### src/rtl/core/fbfl_pkg.sv
// Shared types and constants for the fixed-size block pool allocator.
// No dependencies; used by fbfl_ctrl, fbfl_datapath and the top level.
package fbfl_pkg;

   // Pool geometry, fixed by the item field widths
   localparam int MAX_BLOCKS = 256;
   localparam int IDX_W      = 8;
   localparam int CNT_W      = 9;
   localparam int WORDS_W    = 15;
   localparam int OFFSET_W   = 24;
   localparam int OP_W       = 2;
   localparam int STATUS_W   = 2;
   localparam int CSR_IDX_W  = 2;

   // Operation codes
   localparam logic [OP_W-1:0] OP_INIT  = 2'd0;
   localparam logic [OP_W-1:0] OP_ALLOC = 2'd1;
   localparam logic [OP_W-1:0] OP_FREE  = 2'd2;

   // Status codes
   localparam logic [STATUS_W-1:0] ST_OK       = 2'd0;
   localparam logic [STATUS_W-1:0] ST_EMPTY    = 2'd1;
   localparam logic [STATUS_W-1:0] ST_BAD_FREE = 2'd2;

   // Register indexes
   localparam logic [CSR_IDX_W-1:0] REG_BLOCKS_IN_USE = 2'd0;
   localparam logic [CSR_IDX_W-1:0] REG_BLOCK_WORDS   = 2'd1;

   // Controller to datapath commands
   typedef struct packed {
      logic start;   // item accepted this cycle
      logic finish;  // link read data is back, complete the alloc
   } dp_cmd_type;

   // Datapath to controller status
   typedef struct packed {
      logic need_lookup;  // presented item is an alloc that pops the list
      logic rsp_hold;     // result register full and not taken this cycle
   } dp_stat_type;

endpackage

### src/rtl/core/fbfl_ctrl.sv
// Controller state machine for the block pool allocator.
// Depends on fbfl_pkg for the command and status structs.
module fbfl_ctrl (
   input  logic                 clock,
   input  logic                 reset,
   input  logic                 req_tvalid,
   output logic                 req_tready,
   input  fbfl_pkg::dp_stat_type stat,
   output fbfl_pkg::dp_cmd_type  cmd
);

   localparam logic S_IDLE   = 1'b0;
   localparam logic S_LOOKUP = 1'b1;

   logic state_ff;
   logic state_in;
   logic accept;

   // Take an item only when idle and the result register has room
   assign req_tready = (state_ff == S_IDLE) && !stat.rsp_hold;
   assign accept     = req_tvalid && req_tready;

   assign cmd.start  = accept;
   assign cmd.finish = (state_ff == S_LOOKUP);

   // Next state
   always_comb begin
      state_in = state_ff;
      unique case (state_ff)
         S_IDLE: begin
            if (accept && stat.need_lookup) begin
               state_in = S_LOOKUP;
            end
         end
         S_LOOKUP: begin
            state_in = S_IDLE;
         end
         default: begin
            state_in = S_IDLE;
         end
      endcase
   end

   always_ff @(posedge clock) begin
      if (reset) begin
         state_ff <= S_IDLE;
      end else begin
         state_ff <= state_in;
      end
   end

endmodule

### src/rtl/core/fbfl_datapath.sv
// Datapath for the block pool allocator: registers, link memory with
// per-block valid bits, offset multiplier and result register. Uses fbfl_pkg.
module fbfl_datapath (
   input  logic                                   clock,
   input  logic                                   reset,
   input  logic [fbfl_pkg::OP_W-1:0]              req_op,
   input  logic [fbfl_pkg::IDX_W-1:0]             req_block_index,
   input  logic                                   csr_write,
   input  logic [fbfl_pkg::CSR_IDX_W-1:0]         csr_index,
   input  logic [fbfl_pkg::WORDS_W-1:0]           csr_wdata,
   input  fbfl_pkg::dp_cmd_type                    cmd,
   output fbfl_pkg::dp_stat_type                   stat,
   input  logic                                   rsp_tready,
   output logic                                   rsp_valid,
   output logic [fbfl_pkg::STATUS_W-1:0]          rsp_status,
   output logic [fbfl_pkg::IDX_W-1:0]             rsp_granted_index,
   output logic [fbfl_pkg::OFFSET_W-1:0]          rsp_byte_offset,
   output logic [fbfl_pkg::CNT_W-1:0]             rsp_free_blocks,
   output logic [fbfl_pkg::CNT_W-1:0]             rsp_used_blocks
);

   localparam int IW = fbfl_pkg::IDX_W;
   localparam int CW = fbfl_pkg::CNT_W;
   localparam int WW = fbfl_pkg::WORDS_W;
   localparam int PW = IW + WW;
   localparam logic [CW-1:0] MAX_CNT = CW'(fbfl_pkg::MAX_BLOCKS);

   // Configuration registers
   logic [CW-1:0] blocks_ff;
   logic [WW-1:0] words_ff;

   // List state
   logic [IW-1:0] head_ff, head_in;
   logic [CW-1:0] free_ff, free_in;
   logic [fbfl_pkg::MAX_BLOCKS-1:0] valid_ff, valid_in;

   // Link memory and its registered read
   logic [IW-1:0] link_mem [fbfl_pkg::MAX_BLOCKS];
   logic [IW-1:0] rd_ff;
   logic          rd_valid_ff;
   logic [IW-1:0] pop_ff;
   logic          mem_we;
   logic          mem_re;

   // Result register
   logic                         rsp_valid_ff, rsp_valid_in;
   logic [fbfl_pkg::STATUS_W-1:0] status_ff, status_in;
   logic [IW-1:0]                granted_ff, granted_in;
   logic [fbfl_pkg::OFFSET_W-1:0] offset_ff, offset_in;
   logic [CW-1:0]                free_out_ff;
   logic [CW-1:0]                used_ff, used_in;
   logic                         load;

   logic [CW-1:0] pool_n;
   logic [PW-1:0] prod;
   logic [IW-1:0] next_head;
   logic          free_ok;

   // Configuration writes
   always_ff @(posedge clock) begin
      if (reset) begin
         blocks_ff <= MAX_CNT;
         words_ff  <= WW'(1);
      end else if (csr_write) begin
         if (csr_index == fbfl_pkg::REG_BLOCKS_IN_USE) begin
            blocks_ff <= csr_wdata[CW-1:0];
         end else if (csr_index == fbfl_pkg::REG_BLOCK_WORDS) begin
            words_ff <= csr_wdata;
         end
      end
   end

   // Effective pool size: zero reads as one, oversize clamps to the maximum
   always_comb begin
      if (blocks_ff == '0) begin
         pool_n = CW'(1);
      end else if (blocks_ff > MAX_CNT) begin
         pool_n = MAX_CNT;
      end else begin
         pool_n = blocks_ff;
      end
   end

   assign stat.need_lookup = (req_op == fbfl_pkg::OP_ALLOC) && (free_ff != '0);
   assign stat.rsp_hold    = rsp_valid_ff && !rsp_tready;

   assign free_ok = ({1'b0, req_block_index} < pool_n) && (free_ff < pool_n);

   // A link not written since the last init reads as the next block
   assign next_head = rd_valid_ff ? rd_ff : pop_ff + IW'(1);

   // Offset = index * words * 4, low bits kept
   assign prod      = PW'(pop_ff) * PW'(words_ff);

   assign mem_we = cmd.start && (req_op == fbfl_pkg::OP_FREE) && free_ok;
   assign mem_re = cmd.start && stat.need_lookup;

   // List update and result formation
   always_comb begin
      head_in    = head_ff;
      free_in    = free_ff;
      valid_in   = valid_ff;
      status_in  = fbfl_pkg::ST_OK;
      granted_in = '0;
      offset_in  = '0;
      load       = 1'b0;
      if (cmd.finish) begin
         head_in    = next_head;
         free_in    = free_ff - CW'(1);
         granted_in = pop_ff;
         offset_in  = {prod[fbfl_pkg::OFFSET_W-3:0], 2'b00};
         load       = 1'b1;
      end else if (cmd.start && !stat.need_lookup) begin
         load = 1'b1;
         unique case (req_op)
            fbfl_pkg::OP_INIT: begin
               head_in  = '0;
               free_in  = pool_n;
               valid_in = '0;
            end
            fbfl_pkg::OP_ALLOC: begin
               status_in = fbfl_pkg::ST_EMPTY;
            end
            fbfl_pkg::OP_FREE: begin
               if (free_ok) begin
                  head_in                   = req_block_index;
                  free_in                   = free_ff + CW'(1);
                  valid_in[req_block_index] = 1'b1;
               end else begin
                  status_in = fbfl_pkg::ST_BAD_FREE;
               end
            end
            default: begin
            end
         endcase
      end
      used_in = (pool_n > free_in) ? (pool_n - free_in) : '0;
   end

   assign rsp_valid_in = load || (rsp_valid_ff && !rsp_tready);

   // Control state
   always_ff @(posedge clock) begin
      if (reset) begin
         head_ff      <= '0;
         free_ff      <= MAX_CNT;
         valid_ff     <= '0;
         rsp_valid_ff <= 1'b0;
      end else begin
         head_ff      <= head_in;
         free_ff      <= free_in;
         valid_ff     <= valid_in;
         rsp_valid_ff <= rsp_valid_in;
      end
   end

   // Link memory: push writes, pop reads
   always_ff @(posedge clock) begin
      if (mem_we) begin
         link_mem[req_block_index] <= head_ff;
      end
      if (mem_re) begin
         rd_ff       <= link_mem[head_ff];
         rd_valid_ff <= valid_ff[head_ff];
         pop_ff      <= head_ff;
      end
   end

   // Result payload
   always_ff @(posedge clock) begin
      if (load) begin
         status_ff   <= status_in;
         granted_ff  <= granted_in;
         offset_ff   <= offset_in;
         free_out_ff <= free_in;
         used_ff     <= used_in;
      end
   end

   assign rsp_valid         = rsp_valid_ff;
   assign rsp_status        = status_ff;
   assign rsp_granted_index = granted_ff;
   assign rsp_byte_offset   = offset_ff;
   assign rsp_free_blocks   = free_out_ff;
   assign rsp_used_blocks   = used_ff;

endmodule

### src/rtl/core/fixed_block_free_list_allocator.sv
// Fixed-size block pool allocator, LIFO free list. Init, free, an unused op
// code and an alloc on an empty pool each load the result directly; an
// alloc that pops a block waits for the registered link memory read. The
// result sits in an output register, and the next item is taken once that
// register is empty or being taken in the same cycle. Init relinks the whole
// pool at once by clearing one valid bit per block; an unwritten link reads
// as the next block index.
// Depends on fbfl_pkg, fbfl_ctrl and fbfl_datapath.
module fixed_block_free_list_allocator (
   input  logic        clock,
   input  logic        reset,
   // req_tdata: op[1:0], block_index[9:2], zero fill [15:10]
   input  logic        req_tvalid,
   output logic        req_tready,
   input  logic [15:0] req_tdata,
   // rsp_tdata: status[1:0], granted_index[9:2], byte_offset[33:10],
   //            free_blocks[42:34], used_blocks[51:43], zero fill [55:52]
   output logic        rsp_tvalid,
   input  logic        rsp_tready,
   output logic [55:0] rsp_tdata,
   // register write channel
   input  logic        csr_valid,
   output logic        csr_ready,
   input  logic [fbfl_pkg::CSR_IDX_W-1:0] csr_index,
   input  logic [fbfl_pkg::WORDS_W-1:0]   csr_wdata
);

   fbfl_pkg::dp_cmd_type  cmd;
   fbfl_pkg::dp_stat_type stat;

   logic [fbfl_pkg::STATUS_W-1:0] rsp_status;
   logic [fbfl_pkg::IDX_W-1:0]    rsp_granted_index;
   logic [fbfl_pkg::OFFSET_W-1:0] rsp_byte_offset;
   logic [fbfl_pkg::CNT_W-1:0]    rsp_free_blocks;
   logic [fbfl_pkg::CNT_W-1:0]    rsp_used_blocks;

   // Registers are always writable
   assign csr_ready = 1'b1;

   fbfl_ctrl u_ctrl (
      .clock      (clock),
      .reset      (reset),
      .req_tvalid (req_tvalid),
      .req_tready (req_tready),
      .stat       (stat),
      .cmd        (cmd)
   );

   fbfl_datapath u_datapath (
      .clock             (clock),
      .reset             (reset),
      .req_op            (req_tdata[1:0]),
      .req_block_index   (req_tdata[9:2]),
      .csr_write         (csr_valid && csr_ready),
      .csr_index         (csr_index),
      .csr_wdata         (csr_wdata),
      .cmd               (cmd),
      .stat              (stat),
      .rsp_tready        (rsp_tready),
      .rsp_valid         (rsp_tvalid),
      .rsp_status        (rsp_status),
      .rsp_granted_index (rsp_granted_index),
      .rsp_byte_offset   (rsp_byte_offset),
      .rsp_free_blocks   (rsp_free_blocks),
      .rsp_used_blocks   (rsp_used_blocks)
   );

   // Result packing, lowest field first
   assign rsp_tdata = {4'b0000, rsp_used_blocks, rsp_free_blocks, rsp_byte_offset,
                       rsp_granted_index, rsp_status};

endmodule

### config.mk
export PLATFORM = sky130hd
export DESIGN_NAME = fixed_block_free_list_allocator
export DESIGN_NICKNAME = d
export VERILOG_FILES = /design/src/rtl/core/fbfl_pkg.sv /design/src/rtl/core/fbfl_ctrl.sv /design/src/rtl/core/fbfl_datapath.sv /design/src/rtl/core/fixed_block_free_list_allocator.sv
export SDC_FILE = /design/constraint.sdc
export NUM_CORES = 2
export LEC_CHECK = 0
export CORE_ASPECT_RATIO = 0.8
export CORE_MARGIN = 4
export CORE_UTILIZATION = 40
export DETAILED_ROUTE_END_ITERATION = 8
export DONT_BUFFER_PORTS = 1
export PLACE_DENSITY = 0.55
export SLEW_MARGIN = 25
export SYNTH_ARGS = -nofsm -noshare
export SYNTH_HDL_FRONTEND = slang
export SYNTH_SLANG_ARGS = --single-unit
### constraint.sdc
create_clock -name clock -period 6.9 [get_ports clock]
set_input_delay 1.38 -clock clock [delete_from_list [all_inputs] [get_ports clock]]
set_output_delay 1.38 -clock clock [all_outputs]
set_load 0.005 [all_outputs]
==> impl_metrics.yaml <==
outcome:
  status: "finished clean"
global_route:
  antenna_found_initial: 12
  grt_pass1_wl_um: 365000
  grt.overflow.total: 0
  grt_pass1_vias: 51800
  track_usage: 0.193
  grt_max_degree: 245
synthesis:
  synth_seq_area_share: 0.701
  synth.distinct_cells: 94
  avgSynthCellArea_sq_um: 17.2
  synthFlopType: "edfxtp_1"
  yosys.area.top_type: "edfxtp_1"
  yosys_warnings: 0
  yosys-top-cells-area: "edfxtp_1 64%, mux4_2 11%, dfxtp_1 6.0%, mux2i_1 2.0%, nand2_1 1.9%"
  synth-edff-count: 2115
  post-synth-top-count-cell: "edfxtp_1"
  async_flop_share: 0
  synthCells: 5777
  synth_common_cells: "2115 x edfxtp_1, 500 x nand2_1, 468 x mux4_2, 368 x nor2_1, 299 x dfxtp_1"
  synth_top_area_share: 0.641
  syn_area_sq_um: 99100
  ys_ff_latch: 2414
clock_network:
  clk_pin_slew_ns: 0.06
  clk_path_buf_depth: 4
  hold_buffers: 0
  numCtsBuffers: 239
  cts_root_buf: "clkbuf_16"
  cts-resized-gates: 0
  clock_latency_ns: 0.91
  cts_setup_buffers: 0
  h-tree-depth: 4
  cts_num_sinks: 2414
  cts_tree: "built"
die:
  row_count: 163
  ioPinCount: 97
  coreArea_sq_um: 247000
  die_w_um: 565
  start_util: 0.402
  dieHeight_um: 453
  die-area_sq_um: 256000
hold_path:
  hold_depth: 2
  min_from: "u_datapath.valid_ff[187]$_SDFFE_PP0P_"
  hold_path_class: "flop to flop"
  min_to: "u_datapath.valid_ff[187]$_SDFFE_PP0P_"
timing:
  setup_viol: 0
  worst_clock_skew_ns: 0.0602
  finalHoldViolations: 0
  slew_violations: 0
  finalSetupTns_ns: 0
  layout_worst_path_cycle_share: 0.790
  fin_ws_ns: 1.45
  fmax_mhz: 183
  slew-limit-headroom: 0.236
  worst_pin_slew_ns: 1.14
  fin_crit_ns: 5.45
  rsz0062_at_grt: "false"
placement:
  place_congestion: 0.865
  dp.cells: 8876
  dp_hpwl_um: 159000
  io_buffers: 0
  place_ws_ns: 1.29
run:
  drv_cap: 0
worst_setup_path:
  critPathMaxFanout: 20
  slowest_delay_ns: 0.73
  r2r_slack_ns: 1.45
  cp_data_required_time_ns: 7.49
  cp_common_cell: "fa_1"
  end_kind: "flop"
  critPathLaunchType: "flop"
  critPathKind: "flop to flop"
  path_cells: "and2_1 -> fa_1 -> inv_1 -> fa_1 -> fa_1 -> fa_1 -> inv_1 -> ha_1 -> a21o_1 -> or3_1 -> o21a_1 -> a21o_1 -> a21o_1 -> a2111oi_0 -> nor3_1"
  crit_slowest_cell: "edfxtp_1"
  critPathTopFamily: "adder cells"
  r2r-start: "u_datapath.pop_ff[2]$_DFFE_PP_"
  r2r-end: "u_datapath.rsp_byte_offset[17]$_SDFFCE_PN0P_"
  critPathArrivalTime_ns: 6.04
  rr_worst_depth: 15
  path_buf_inv: 2
finish:
  area_delta_synth_final_pct: 11.2
  final_net_count: 6006
  instances_no_fill: 9315
  drive_gt1_frac: 0.174
route:
  drc_errors: 0
  dr.pass1.iters: 6
  ant_nets: 0
  routed_wl_um: 252000
  wl_per_cell_um: 27.0
  viasPerCell: 5.65
  initialDrtViolationCount: 5817
  num_vias: 52700
power:
  power_frac_clock: 0.413
  power.switching_w: 0.00685
  ir_worst_vdd_uv: 210
  swShare: 0.224
  p_leak_nw: 34.9
  comb_power_share: 0.063
  seq_power_share: 0.524
  p_int_w: 0.0237
  power.density_nw_per_um2: 277
-- cell families (layout without fill, tap and decap cells) --
logic type                 count (synthesis)  in the layout  synth area share
DFF                                     2414           2414             0.701
and+or+nand+nor                         1253           1253            0.0579
AOI/OAI and AO/OA                        738            738            0.0490
muxes                                    725            725             0.139
buffers and inverters                    465            691            0.0254
adders and majority gates                149            149            0.0247
xor gates and xnor gates                  31             31           0.00274
other                                      2             14         0.0000758
-- stage by stage --
step / cell area, sq um / power [W] / util / hold slack, ns
2_1_floorplan: 99100 / 0.0177 / - / 0.420
3_3_place_gp: 103000 / 0.0183 / 0.416 / 0.428
3_5_place_dp: 103000 / 0.0183 / 0.417 / 0.437
4_1_cts: 110000 / 0.0309 / 0.447 / 0.449
5_1_grt: 110000 / 0.0316 / 0.447 / 0.470
6_report: 110000 / 0.0306 / 0.447 / 0.448
-- worst max path at each step --
stage                                  startpoint                                            to  slack (ns)  cells after the start
5_1_grt            u_datapath.pop_ff[2]$_DFFE_PP_  u_datapath.rsp_byte_offset[17]$_SDFFCE_PN0P_        1.11                     16
4_1_cts            u_datapath.pop_ff[2]$_DFFE_PP_  u_datapath.rsp_byte_offset[17]$_SDFFCE_PN0P_        1.44                     15
3_3_place_gp                         req_tdata[4]   u_datapath.rsp_used_blocks[2]$_SDFFCE_PP0P_        1.30                     17
6_report           u_datapath.pop_ff[2]$_DFFE_PP_  u_datapath.rsp_byte_offset[17]$_SDFFCE_PN0P_        1.45                     15
3_5_place_dp                         req_tdata[4]   u_datapath.rsp_used_blocks[7]$_SDFFCE_PP0P_        1.29                     17
2_1_floorplan  u_datapath.head_ff[1]$_SDFFE_PP0P_                 u_datapath.rd_ff[0]$_DFFE_PP_        0.76                      9
-- flip-flops by register name (all words and copies together), names as in the netlist --
| register | flops |
|---|---|
| u_datapath.link_mem | 2048 |
| u_datapath.valid_ff | 256 |
| u_datapath.rsp_byte_offset | 22 |
| u_datapath.words_ff | 15 |
| u_datapath.blocks_ff | 9 |
| u_datapath.free_ff | 9 |
| u_datapath.rsp_free_blocks | 9 |
| u_datapath.rsp_used_blocks | 9 |
| u_datapath.head_ff | 8 |
| u_datapath.pop_ff | 8 |
| u_datapath.rd_ff | 8 |
| u_datapath.rsp_granted_index | 8 |
| u_datapath.rsp_status | 2 |
| u_ctrl.state_ff | 1 |
| u_datapath.rd_valid_ff | 1 |
| u_datapath.rsp_valid | 1 |
-- routing by layer --
metal	vias up	share of wire	global-route usage
li1	22800	-	-
met1	27700	0.46	0.296
met2	1868	0.44	0.281
met3	309	0.079	0.0416
met4	2	0.021	0.0448
met5	-	0.000044	0
-- cell type report --
cell class	count	area, sq um
fillers	21300	136000
flip-flops and latches	2414	69500
multi-input cells	2903	27300
clock buffers	308	6430
well taps	3300	4130
repair buffers	161	1420
clock inverters	122	1040
inverters	100	375
diodes	7	17.5
-- power groups by stage --
stage,sequential (W),clock (W),combinational [W]
2_1_floorplan,0.0164,0,0.00128
3_3_place_gp,0.0163,0,0.00192
3_5_place_dp,0.0163,0,0.00195
4_1_cts,0.0160,0.0129,0.00195
5_1_grt,0.0160,0.0135,0.00208
6_report,0.0160,0.0126,0.00194
-- placed cells by master, fill, tap and decap left out, types with 27 or more instances in the layout --
| cell | netlist | routed |
|---|---|---|
| nand2_1 | 500 | 500 |
| nor2_1 | 368 | 358 |
| clkinv_2 | 0 | 39 |
| nor3_1 | 38 | 34 |
| clkinv_1 | 1 | 46 |
| nand2b_1 | 28 | 27 |
| o21ai_0 | 213 | 213 |
| mux2i_1 | 201 | 201 |
| ha_1 | 71 | 71 |
| o22ai_1 | 33 | 33 |
| a21oi_1 | 132 | 132 |
| nand3_1 | 57 | 53 |
| mux4_2 | 468 | 468 |
| inv_1 | 98 | 98 |
| dfxtp_1 | 299 | 291 |
| clkbuf_16 | 0 | 244 |
| mux4_1 | 39 | 39 |
| o211ai_1 | 41 | 41 |
| a22o_1 | 65 | 65 |
| a22oi_1 | 89 | 89 |
| buf_4 | 43 | 144 |
| fa_1 | 78 | 78 |
| and3_1 | 40 | 40 |
| edfxtp_1 | 2115 | 2115 |
| nand4_1 | 36 | 36 |
| and2_1 | 73 | 73 |
| clkbuf_1 | 156 | 54 |
-- worst reg2reg max path, stage by stage (launching register included) --
cell and delay, ns:
edfxtp_1 0.73, and2_1 0.34, fa_1 0.53, inv_1 0.05
fa_1 0.56, fa_1 0.44, fa_1 0.50, inv_1 0.04
ha_1 0.33, a21o_1 0.21, or3_1 0.33, o21a_1 0.20
a21o_1 0.20, a21o_1 0.20, a2111oi_0 0.43, nor3_1 0.09
Note: power is estimated with default switching activity, not from simulation.
